--- config.mk ---
export PLATFORM = sky130hd
export DESIGN_NAME = merge_two_sorted_lists_flat
export DESIGN_NICKNAME = d
export VERILOG_FILES = /design/src/rtl/mtsl_pkg.sv /design/src/rtl/mtsl_ifs.sv /design/src/rtl/mtsl_ram.sv /design/src/rtl/mtsl_front.sv /design/src/rtl/mtsl_queue.sv /design/src/rtl/mtsl_back.sv /design/src/rtl/merge_two_sorted_lists.sv /design/src/flat_wrapper.sv
export SDC_FILE = /design/constraint.sdc
export NUM_CORES = 2
export LEC_CHECK = 0
export BUFFER_PORTS_ARGS = -buffer_cell sky130_fd_sc_hd__clkbuf_2
export CAP_MARGIN = 20
export CORE_MARGIN = 3
export CORE_UTILIZATION = 65
export DETAILED_ROUTE_END_ITERATION = 6
export PLACE_DENSITY = 0.84
export SYNTH_ARGS = -nofsm -noshare
export SYNTH_HDL_FRONTEND = slang
export SYNTH_HIERARCHICAL = 1
export SYNTH_SLANG_ARGS = --single-unit
export TNS_END_PERCENT = 30
--- constraint.sdc ---
create_clock -name clk -period 10.2 [get_ports clk]
set_input_delay 1.02 -clock clk [delete_from_list [all_inputs] [get_ports clk]]
set_output_delay 1.02 -clock clk [all_outputs]
set_load 0.01 [all_outputs]
--- src/rtl/mtsl_pkg.sv ---
// ----------------------------------------------------------------------------
// mtsl_pkg
// Constants, codes and types shared by the sorted-list merge block.
// ----------------------------------------------------------------------------
`default_nettype none

package mtsl_pkg;

  localparam int DEPTH  = 16;
  localparam int ADDR_W = (DEPTH > 1) ? $clog2(DEPTH) : 1;
  localparam int CNT_W  = $clog2(DEPTH + 1);
  localparam int DATA_W = 32;
  localparam int FUNC_W = 2;

  // command queue between front and back
  localparam int QDEPTH = 2;
  localparam int QPTR_W = (QDEPTH > 1) ? $clog2(QDEPTH) : 1;

  localparam logic [FUNC_W-1:0] FUNC_PUSH_A = 2'd0;
  localparam logic [FUNC_W-1:0] FUNC_PUSH_B = 2'd1;
  localparam logic [FUNC_W-1:0] FUNC_RUN    = 2'd2;

  typedef enum logic [1:0] {
    OP_PUSH_A,
    OP_PUSH_B,
    OP_RUN
  } op_t;

  typedef struct packed {
    op_t                      op;
    logic signed [DATA_W-1:0] value;
  } cmd_t;

endpackage

`default_nettype wire

--- src/rtl/mtsl_ifs.sv ---
// ----------------------------------------------------------------------------
// mtsl stream interfaces
// Valid/ready channels for input items and merged results.
// ----------------------------------------------------------------------------
`default_nettype none

interface mtsl_item_if import mtsl_pkg::*; ();
  logic                     valid;
  logic                     ready;
  logic [FUNC_W-1:0]        func;
  logic signed [DATA_W-1:0] value;

  modport source (output valid, output func, output value, input ready);
  modport sink   (input valid, input func, input value, output ready);
endinterface

interface mtsl_result_if import mtsl_pkg::*; ();
  logic                     valid;
  logic                     ready;
  logic signed [DATA_W-1:0] merged_value;
  logic                     last;
  logic                     overflow;

  modport source (output valid, output merged_value, output last, output overflow,
                  input ready);
  modport sink   (input valid, input merged_value, input last, input overflow,
                  output ready);
endinterface

`default_nettype wire

--- src/rtl/mtsl_ram.sv ---
// ----------------------------------------------------------------------------
// mtsl_ram
// Generic single-write, single-read RAM with registered read data.
// ----------------------------------------------------------------------------
`default_nettype none

module mtsl_ram #(
  parameter int Width = 32,
  parameter int Depth = 16,
  localparam int AddrW = (Depth > 1) ? $clog2(Depth) : 1
) (
  input  wire logic             clk,
  input  wire logic             we,
  input  wire logic [AddrW-1:0] waddr,
  input  wire logic [Width-1:0] wdata,
  input  wire logic [AddrW-1:0] raddr,
  output logic      [Width-1:0] rdata
);

  logic [Width-1:0] mem [Depth];

  always_ff @(posedge clk) begin
    if (we) begin
      mem[waddr] <= wdata;
    end
    rdata <= mem[raddr];
  end

endmodule

`default_nettype wire

--- src/rtl/mtsl_front.sv ---
// ----------------------------------------------------------------------------
// mtsl_front
// Accepts input items and turns them into queued commands.
// ----------------------------------------------------------------------------
`default_nettype none

module mtsl_front import mtsl_pkg::*; (
  mtsl_item_if.sink item,
  output logic      enq_valid,
  input  wire logic enq_ready,
  output cmd_t      enq_cmd
);

  logic known;

  always_comb begin
    known       = 1'b1;
    enq_cmd.op  = OP_RUN;
    enq_cmd.value = item.value;
    unique case (item.func)
      FUNC_PUSH_A: enq_cmd.op = OP_PUSH_A;
      FUNC_PUSH_B: enq_cmd.op = OP_PUSH_B;
      FUNC_RUN:    enq_cmd.op = OP_RUN;
      default:     known = 1'b0;
    endcase
  end

  // drop unused selector codes on transfer without queueing them
  assign enq_valid  = item.valid && known;
  assign item.ready = enq_ready;

endmodule

`default_nettype wire

--- src/rtl/mtsl_queue.sv ---
// ----------------------------------------------------------------------------
// mtsl_queue
// Short command FIFO that decouples the front from the back.
// ----------------------------------------------------------------------------
`default_nettype none

module mtsl_queue import mtsl_pkg::*; (
  input  wire logic clk,
  input  wire logic rst,
  input  wire logic enq_valid,
  output logic      enq_ready,
  input  wire cmd_t enq_cmd,
  output logic      deq_valid,
  input  wire logic deq_ready,
  output cmd_t      deq_cmd
);

  cmd_t              slots [QDEPTH];
  logic [QPTR_W-1:0] wr_ptr;
  logic [QPTR_W-1:0] rd_ptr;
  logic [QPTR_W:0]   fill;
  logic              do_enq;
  logic              do_deq;

  assign enq_ready = (fill != (QPTR_W + 1)'(QDEPTH));
  assign deq_valid = (fill != '0);
  assign deq_cmd   = slots[rd_ptr];
  assign do_enq    = enq_valid && enq_ready;
  assign do_deq    = deq_valid && deq_ready;

  always_ff @(posedge clk) begin
    if (rst) begin
      wr_ptr <= '0;
      rd_ptr <= '0;
      fill   <= '0;
    end else begin
      if (do_enq) begin
        wr_ptr <= (wr_ptr == QPTR_W'(QDEPTH - 1)) ? '0 : wr_ptr + QPTR_W'(1);
      end
      if (do_deq) begin
        rd_ptr <= (rd_ptr == QPTR_W'(QDEPTH - 1)) ? '0 : rd_ptr + QPTR_W'(1);
      end
      if (do_enq && !do_deq) begin
        fill <= fill + (QPTR_W + 1)'(1);
      end else if (do_deq && !do_enq) begin
        fill <= fill - (QPTR_W + 1)'(1);
      end
    end
  end

  always_ff @(posedge clk) begin
    if (do_enq) begin
      slots[wr_ptr] <= enq_cmd;
    end
  end

endmodule

`default_nettype wire

--- src/rtl/mtsl_back.sv ---
// ----------------------------------------------------------------------------
// mtsl_back
// Executes queued commands: list writes, overflow tracking and the merge.
// ----------------------------------------------------------------------------
`default_nettype none

module mtsl_back import mtsl_pkg::*; (
  input  wire logic       clk,
  input  wire logic       rst,
  input  wire logic       deq_valid,
  output logic            deq_ready,
  input  wire cmd_t       deq_cmd,
  mtsl_result_if.source   result
);

  typedef enum logic {
    ST_IDLE,
    ST_MERGE
  } state_t;

  state_t                   state, state_next;
  logic [CNT_W-1:0]         count_a, count_a_next;
  logic [CNT_W-1:0]         count_b, count_b_next;
  logic [CNT_W-1:0]         ia, ia_next;
  logic [CNT_W-1:0]         ib, ib_next;
  logic [CNT_W-1:0]         ia_inc, ib_inc;
  logic                     ovf, ovf_next;
  logic                     out_valid, out_valid_next;
  logic signed [DATA_W-1:0] out_value, out_value_next;
  logic                     out_last, out_last_next;
  logic                     out_ovf, out_ovf_next;

  logic                     we_a, we_b;
  logic signed [DATA_W-1:0] head_a, head_b;
  logic                     a_left, b_left, take_a, can_load, fin;

  // read address follows the next index, so the RAM output is always the head
  mtsl_ram #(.Width(DATA_W), .Depth(DEPTH)) u_list_a (
    .clk   (clk),
    .we    (we_a),
    .waddr (count_a[ADDR_W-1:0]),
    .wdata (deq_cmd.value),
    .raddr (ia_next[ADDR_W-1:0]),
    .rdata (head_a)
  );

  mtsl_ram #(.Width(DATA_W), .Depth(DEPTH)) u_list_b (
    .clk   (clk),
    .we    (we_b),
    .waddr (count_b[ADDR_W-1:0]),
    .wdata (deq_cmd.value),
    .raddr (ib_next[ADDR_W-1:0]),
    .rdata (head_b)
  );

  assign ia_inc   = ia + CNT_W'(1);
  assign ib_inc   = ib + CNT_W'(1);
  assign a_left   = (ia < count_a);
  assign b_left   = (ib < count_b);
  assign take_a   = a_left && (!b_left || (head_a <= head_b));
  assign can_load = !out_valid || result.ready;

  always_comb begin
    state_next     = state;
    count_a_next   = count_a;
    count_b_next   = count_b;
    ia_next        = ia;
    ib_next        = ib;
    ovf_next       = ovf;
    out_valid_next = out_valid && !result.ready;
    out_value_next = out_value;
    out_last_next  = out_last;
    out_ovf_next   = out_ovf;
    deq_ready      = 1'b0;
    we_a           = 1'b0;
    we_b           = 1'b0;
    fin            = 1'b0;
    unique case (state)
      ST_IDLE: begin
        deq_ready = 1'b1;
        if (deq_valid) begin
          unique case (deq_cmd.op)
            OP_PUSH_A: begin
              if (count_a < CNT_W'(DEPTH)) begin
                we_a         = 1'b1;
                count_a_next = count_a + CNT_W'(1);
              end else begin
                ovf_next = 1'b1;
              end
            end
            OP_PUSH_B: begin
              if (count_b < CNT_W'(DEPTH)) begin
                we_b         = 1'b1;
                count_b_next = count_b + CNT_W'(1);
              end else begin
                ovf_next = 1'b1;
              end
            end
            OP_RUN: begin
              // empty run: keep everything, emit nothing
              if (count_a != '0 || count_b != '0) begin
                state_next = ST_MERGE;
              end
            end
            default: ;
          endcase
        end
      end
      ST_MERGE: begin
        if (can_load) begin
          out_valid_next = 1'b1;
          out_ovf_next   = ovf;
          if (take_a) begin
            out_value_next = head_a;
            ia_next        = ia_inc;
            fin            = (ia_inc == count_a) && !b_left;
          end else begin
            out_value_next = head_b;
            ib_next        = ib_inc;
            fin            = !a_left && (ib_inc == count_b);
          end
          out_last_next = fin;
          if (fin) begin
            state_next   = ST_IDLE;
            count_a_next = '0;
            count_b_next = '0;
            ovf_next     = 1'b0;
            ia_next      = '0;
            ib_next      = '0;
          end
        end
      end
      default: state_next = ST_IDLE;
    endcase
  end

  always_ff @(posedge clk) begin
    if (rst) begin
      state     <= ST_IDLE;
      count_a   <= '0;
      count_b   <= '0;
      ia        <= '0;
      ib        <= '0;
      ovf       <= 1'b0;
      out_valid <= 1'b0;
    end else begin
      state     <= state_next;
      count_a   <= count_a_next;
      count_b   <= count_b_next;
      ia        <= ia_next;
      ib        <= ib_next;
      ovf       <= ovf_next;
      out_valid <= out_valid_next;
    end
    out_value <= out_value_next;
    out_last  <= out_last_next;
    out_ovf   <= out_ovf_next;
  end

  assign result.valid        = out_valid;
  assign result.merged_value = out_value;
  assign result.last         = out_last;
  assign result.overflow     = out_ovf;

endmodule

`default_nettype wire

--- src/rtl/merge_two_sorted_lists.sv ---
// ----------------------------------------------------------------------------
// merge_two_sorted_lists
// Two-way merge of two sorted lists held in on-chip RAM.
// ----------------------------------------------------------------------------
//  channel  dir  payload                          transfer when
//  item     in   func[1:0], value[31:0] signed    valid && ready
//  result   out  merged_value[31:0], last, ovf    valid && ready
//
//  A push is executed in the back end while it is idle; the two-entry command queue
//  lets the front keep taking items while a merge runs.
//  A run merges both lists in order; the registered RAM read port is addressed
//  with the next index, so its output always holds the current list heads.
//  Result stalls hold the merge in place; the next value loads on transfer.
//  Synchronous reset empties the queue, both lists and the overflow flag.
// ----------------------------------------------------------------------------
`default_nettype none

module merge_two_sorted_lists import mtsl_pkg::*; (
  input  wire logic     clk,
  input  wire logic     rst,
  mtsl_item_if.sink     item,
  mtsl_result_if.source result
);

  logic enq_valid, enq_ready;
  cmd_t enq_cmd;
  logic deq_valid, deq_ready;
  cmd_t deq_cmd;

  mtsl_front u_front (
    .item      (item),
    .enq_valid (enq_valid),
    .enq_ready (enq_ready),
    .enq_cmd   (enq_cmd)
  );

  mtsl_queue u_queue (
    .clk       (clk),
    .rst       (rst),
    .enq_valid (enq_valid),
    .enq_ready (enq_ready),
    .enq_cmd   (enq_cmd),
    .deq_valid (deq_valid),
    .deq_ready (deq_ready),
    .deq_cmd   (deq_cmd)
  );

  mtsl_back u_back (
    .clk       (clk),
    .rst       (rst),
    .deq_valid (deq_valid),
    .deq_ready (deq_ready),
    .deq_cmd   (deq_cmd),
    .result    (result)
  );

endmodule

`default_nettype wire

--- src/flat_wrapper.sv ---
// flat-port wrapper written by rule: the top's interface ports become plain ports
module merge_two_sorted_lists_flat import mtsl_pkg::*;
  (clk, rst, item_valid, item_func, item_value, item_ready, result_valid, result_merged_value, result_last, result_overflow, result_ready);
  mtsl_item_if item_i ();
  mtsl_result_if result_i ();
  input  wire logic clk;
  input  wire logic rst;
  input wire logic [$bits(item_i.valid)-1:0] item_valid;
  input wire logic [$bits(item_i.func)-1:0] item_func;
  input wire logic [$bits(item_i.value)-1:0] item_value;
  output wire logic [$bits(item_i.ready)-1:0] item_ready;
  output wire logic [$bits(result_i.valid)-1:0] result_valid;
  output wire logic [$bits(result_i.merged_value)-1:0] result_merged_value;
  output wire logic [$bits(result_i.last)-1:0] result_last;
  output wire logic [$bits(result_i.overflow)-1:0] result_overflow;
  input wire logic [$bits(result_i.ready)-1:0] result_ready;
  assign item_i.valid = item_valid;
  assign item_i.func = item_func;
  assign item_i.value = item_value;
  assign item_ready = item_i.ready;
  assign result_valid = result_i.valid;
  assign result_merged_value = result_i.merged_value;
  assign result_last = result_i.last;
  assign result_overflow = result_i.overflow;
  assign result_i.ready = result_ready;
  merge_two_sorted_lists u_core (.clk(clk), .rst(rst), .item(item_i), .result(result_i));
endmodule
# Word level (Yosys, flattened, before mapping)
# Memory sizes are Yosys's and may differ from the RTL's. A register that Yosys moved wholly into a read port is not among the register bits.
# Cells that the tools add are included.
# W data, S select, Z words.
# classes
shifts	0
reduce_logical	32
n_addsub	8
n_mul	0
eq_ne	18
bitwise	1
magnitude_cmp	5
div_mod_pow	0
muxes	60
# ops
op	n
$mux W5	12
$mux W1	35
$le A32 B32 Y1	1
$mux W32	1
$add A5 B1 Y5 const B	4
$pmux W5 S2	2
$mux W4	4
$ne A2 B1 Y1 const B	6
$eq A5 B5 Y1	2
$lt A5 B5 Y1	2
$lt A5 B5 Y1 const B	2
$reduce_and A5 Y1	2
$reduce_bool A5 Y1	2
$logic_and A1 B1 Y1	9
$logic_not A1 Y1	6
$ne A2 B2 Y1 const B	3
$ne A3 B3 Y1 const B	2
$pmux W1 S2	3
$reduce_and A3 Y1	2
$reduce_and A6 Y1	1
$reduce_bool A2 Y1	3
$eq A2 B1 Y1 const B	2
$eq A2 B2 Y1 const B	2
$logic_not A2 Y1	2
other kinds (10)	14
# word_totals
register_bits	61
n_memories	3
out_inout_bits	36
mem_bits_rw	1092
wordCells	142
latchBits	0
romBits	0
input_bits	38
# memory_table
name	depth	width	read_ports	rd_ports_with_merged_regs	wr	line_no	rtl
u_core.u_back.u_list_a.mem	16	32	1	1	1	mtsl_ram.sv:20	logic [Width-1:0] mem [Depth];
u_core.u_back.u_list_b.mem	16	32	1	1	1	mtsl_ram.sv:20	
u_core.u_queue.slots	2	34	1	1	1	mtsl_queue.sv:18	cmd_t slots [QDEPTH];

# Longest topological paths before layout
# logic_depth
ltp_word	10
depth_mapped	17
ltp_nobuf	14

# By module
# Netlist, hierarchy kept.
# modules_own_cells
mod	cells_per_inst	area_per_inst_um2	n_inst	seq_area_each_um2
mtsl_ram (u_core.u_back.u_list_b)	838	19854.0	1	16015.4
mtsl_ram (u_core.u_back.u_list_a)	838	19835.3	1	16015.4
mtsl_back	432	3823.7	1	1481.4
mtsl_queue	130	2672.6	1	2142.1
mtsl_front	36	269.0	1	0.0

# Least setup slack after synthesis
# OpenSTA, ideal clock, no wires.
# synth_timing
path_kind	register to register
start	reg (tool-made name)
end	mem u_core.u_back.u_list_a.mem[0][0], enable pin
stages_incl_launch_ff	10
setup_time_ns	0.461
t_required_ns	9.739
arrival_ns	4.358
path_buffers	2
synth_period_minus_slack_ns	4.819
path_slack_ns	5.381
path_cell_list	dfxtp_1 > buf_2 > buf_2 > mux2_2 > inv_1 > nand3_1 > or3_1 > inv_1 > or3b_2 > nor3_1
# synth_rtl
item	line_no
to (decl)	mtsl_ram.sv:20

# Worst setup path in the final report
# layout_timing
start	reg u_core.u_back.u_list_b.rdata[26] (read register of u_core.u_back.u_list_b.mem)
end	reg u_core.u_back.u_list_a.rdata[13] (read register of u_core.u_back.u_list_a.mem)
# layout_via
elab_chain_cells	9
word_cells_on_any_way	10
cone_classes	1 x order compare; 7 x mux; 2 x reduce/logical
# layout_rtl
item	line_no	rtl
from (decl)	mtsl_ram.sv:17	output logic [Width-1:0] rdata
$le A32 B32 Y1 (*)	mtsl_back.sv:60	assign take_a = a_left && (!b_left || (head_a <= head_b));
$logic_or A1 B1 Y1 (*)	mtsl_back.sv:60	
$logic_and A1 B1 Y1 (*)	mtsl_back.sv:60	
$mux W1	mtsl_back.sv:113	if (take_a) begin
$mux W1	mtsl_back.sv:110	if (can_load) begin
$mux W1	mtsl_back.sv:78	unique case (state)
$mux W5 (*)	mtsl_back.sv:123	if (fin) begin
$mux W4 (*)	mtsl_back.sv:110	
$mux W4 (*)	mtsl_back.sv:78	
via u_core.u_back.ia_next[1]	mtsl_back.sv:24	logic [CNT_W-1:0] ia, ia_next;
to (decl)	mtsl_ram.sv:17	
# Mark *: on every way through the listed nets, which the timed path passes. The rest lies on a longest branch. The select of a mux whose other input is x is not followed.
# A chain may end at the register's enable or synchronous reset.

==> out/results.ini <==
[synthesis]
synthTopCellsByCount = edfxtp_1, mux4_2, a22oi_1, nand2_1, dfxtp_1
ys_seq_elements = 1218
yosysMostFrequentCell = edfxtp_1
syn_nets = 2361
syn-cell-area_um2 = 46500
avgSynthCellArea_um2 = 20.4
synth_top_area_share_pct = 72.8
synthCells = 2274
ys_seq_area_share_pct = 76.8
synth_warnings = 6
synthArstFlopShare_pct = 0
synthTopCellsByArea = edfxtp_1, mux4_2, dfxtp_1, a22oi_1, ha_1
ys_types = 61
synth_top_cell_by_area = edfxtp_1
synth-edff-count = 1126
synth_ff_type = edfxtp_1

[finish]
layout.nets = 2461
synthToLayoutAreaGrowth_pct = 12.2
post-route-util_pct = 74.1
drive_above_1_share_pct = 26.3

[route]
dr.pass1.iters = 6
drt_iter0_markers = 3872
routed_wl_um = 116000
routed-via-count = 24151
postRouteAntennaNets = 0
wire_per_inst_um = 34.0
remaining_drc_errors = 0
viasPerCell = 7.08

[power_and_ir_drop]
irDropWorstVdd_uv = 179
p_leak_nw = 16.6
p_per_area_nw_per_um2 = 256

[sta]
fin_tns_setup_ns = 0
timing.fmax_mhz = 153
report.final.hold_viol_count = 0
worst_pin_slew_ns = 1.13
slew_headroom_pct = 24.8
setup_slack_ns = 3.67
rsz0062_at_grt = false
period_minus_slack_ns = 6.53
hold_slack_ns = 0.426
drv_slew = 0
setup_viol = 0
clock-skew-final_ns = 0.0248
period_share_pct = 64.0

[hold_path]
hold_depth = 0
hold_path_startpoint = u_core/u_back/ovf
holdCritPathClass = reg -> reg
hold_end = u_core/u_back/result.overflow

[grt]
antenna_found_initial = 4
grt-ovfl-total = 0
grt_pass1_wl_um = 171000
grt_usage_pct = 32.1
grt_pass1_vias = 24974
grt_max_degree = 129

[floorplanning]
die_area_um2 = 74700
initial_core_util_pct = 66.0
coreArea_um2 = 70400
die_x_um = 273
ioPinCount = 74
die_h_um = 273
num_rows = 97

[status]
status = finished, final reports clean

[clock_network]
clock_latency_ns = 0.68
cts_tree = built
cts_root_buf = clkbuf_16
cts_buffers = 113
cts_max_level = 3
hold_buffers = 0
post_cts_resized = 0
clkSlewWorstSetupHoldPaths_ns = 0.07
clock_path_buffers = 3
postCtsSetupBuffers = 0
clkSinkCount = 1218

[critical_path]
cp.arrival_ns = 7.03
path_buf_inv = 3
reg2reg_slack_ns = 3.67
path_class = reg -> reg
worst_r2r_path_depth = 14
r2r-start = u_core/u_back/u_list_b/rdata[26]
end_kind = flop
cpMaxStageDelayCell = buf_4
cp.required_ns = 10.70
r2r_end = u_core/u_back/u_list_a/rdata[13]
path_delay_family = simple AND/OR/NAND/NOR gates
crit_fanout = 79
slowest_delay_ns = 0.99
cp-start-kind = flop
crit_chain = inv_1 -> ha_1 -> nand4_1 -> nor4_1 -> a311o_2 -> o211ai_2 -> nor2_4 -> buf_4 -> nand4_1 -> nand3_4 -> buf_4 -> mux4_2 -> a22oi_1 -> nand2_1

[placed_design]
dp_hpwl_um = 56000
port_buffers = 73
gp_congestion = 0.914
pre_cts_slack_ns = 4.10

[flow_run]
max_cap_viol_count = 0

[routing by layer]
metal,global-route usage [%],vias up,part of all wire (%)
met3,7.15,446,12
met4,14.9,4,5.4
met1,42.4,12292,33
li1,-,9485,-
met5,0,-,0.020
met2,51.8,1924,49
[sequential cells by signal, indices dropped and copies added, names as in the netlist, 5 cells and up, named ones only]
| name | count |
|---|---|
| u_core/u_back/u_list_a/mem | 512 |
| u_core/u_queue/slots | 68 |
| u_core/u_back/count_b | 5 |
| u_core/u_back/u_list_a/rdata | 32 |
| u_core/u_back/count_a | 5 |
| u_core/u_back/u_list_b/rdata | 32 |
| u_core/u_back/ia | 5 |
| u_core/u_back/ib | 5 |
| u_core/u_back/result.merged_value | 32 |
| u_core/u_back/u_list_b/mem | 512 |
[kinds of logic (layout without fill, tap and decap cells)]
kind of cell | after synthesis | after routing | share of synthesized area [%]
DFF | 1218 | 1218 | 76.8
muxes | 291 | 291 | 13.3
and+or+nand+nor | 266 | 266 | 2.73
AOI/OAI and AO/OA | 237 | 237 | 3.49
buffers and inverters | 194 | 392 | 2.10
adders and majority gates | 49 | 49 | 1.32
xor gates and xnor gates | 19 | 19 | 0.358
other | 0 | 1 | 0
[cell type report]
| cell class | count | area (um2) |
|---|---|---|
| Sequential cell | 1218 | 35700 |
| Fill cell | 3624 | 18300 |
| Multi-Input combinational cell | 862 | 10100 |
| Clock buffer | 139 | 3030 |
| Tap cell | 940 | 1180 |
| Clock inverter | 74 | 1160 |
| Timing Repair Buffer | 123 | 769 |
| Inverter | 56 | 210 |
| Antenna cell | 1 | 2.50 |
[layout by cell type (no fill, tap or decap), types with 15 or more instances in the layout]
master	count
bufinv_16	28
clkbuf_1	17
clkbuf_2	73
clkinv_1	18
nand2_1	121
nor2_4	27
inv_1	53
nand4_1	15
dfxtp_1	91
nand3_1	23
edfxtp_1	1126
clkbuf_16	114
o21ai_0	31
ha_1	49
buf_4	47
mux2_2	34
a21oi_1	28
mux4_2	256
o21ai_1	15
a22oi_1	128
[stage by stage]
stage	cells	area (um2)	power [mW]
2_1_floorplan	2274	46500	7.74
3_5_place_dp	3198	47900	8.58
5_1_grt	3412	52100	13.7
6_report	3413	52100	13.3
3_3_place_gp	3198	47900	8.44
4_1_cts	3411	52100	13.3
[report_power, final]
part | total (mW) | switching, mW | internal (mW)
registers | 6.27 | 0.192 | 6.08
clock network | 4.67 | 1.85 | 2.83
logic | 2.38 | 1.62 | 0.762
total | 13.3 | 3.66 | 9.66
[how the worst max path moves through the flow]
stage                                      from                                to  cells after the start  slack, ns
3_3_place_gp   u_core/u_back/u_list_b/rdata[26]  u_core/u_back/u_list_a/rdata[13]                     14       4.31
3_5_place_dp   u_core/u_back/u_list_b/rdata[27]  u_core/u_back/u_list_a/rdata[13]                     14       4.10
5_1_grt        u_core/u_back/u_list_b/rdata[26]  u_core/u_back/u_list_a/rdata[13]                     14       3.64
6_report       u_core/u_back/u_list_b/rdata[26]  u_core/u_back/u_list_a/rdata[13]                     14       3.67
4_1_cts        u_core/u_back/u_list_b/rdata[26]  u_core/u_back/u_list_a/rdata[13]                     14       3.90
2_1_floorplan                              flop  u_core/u_back/u_list_a/mem[0][0]                      9       5.38
Power figures use the tool's default switching activity.
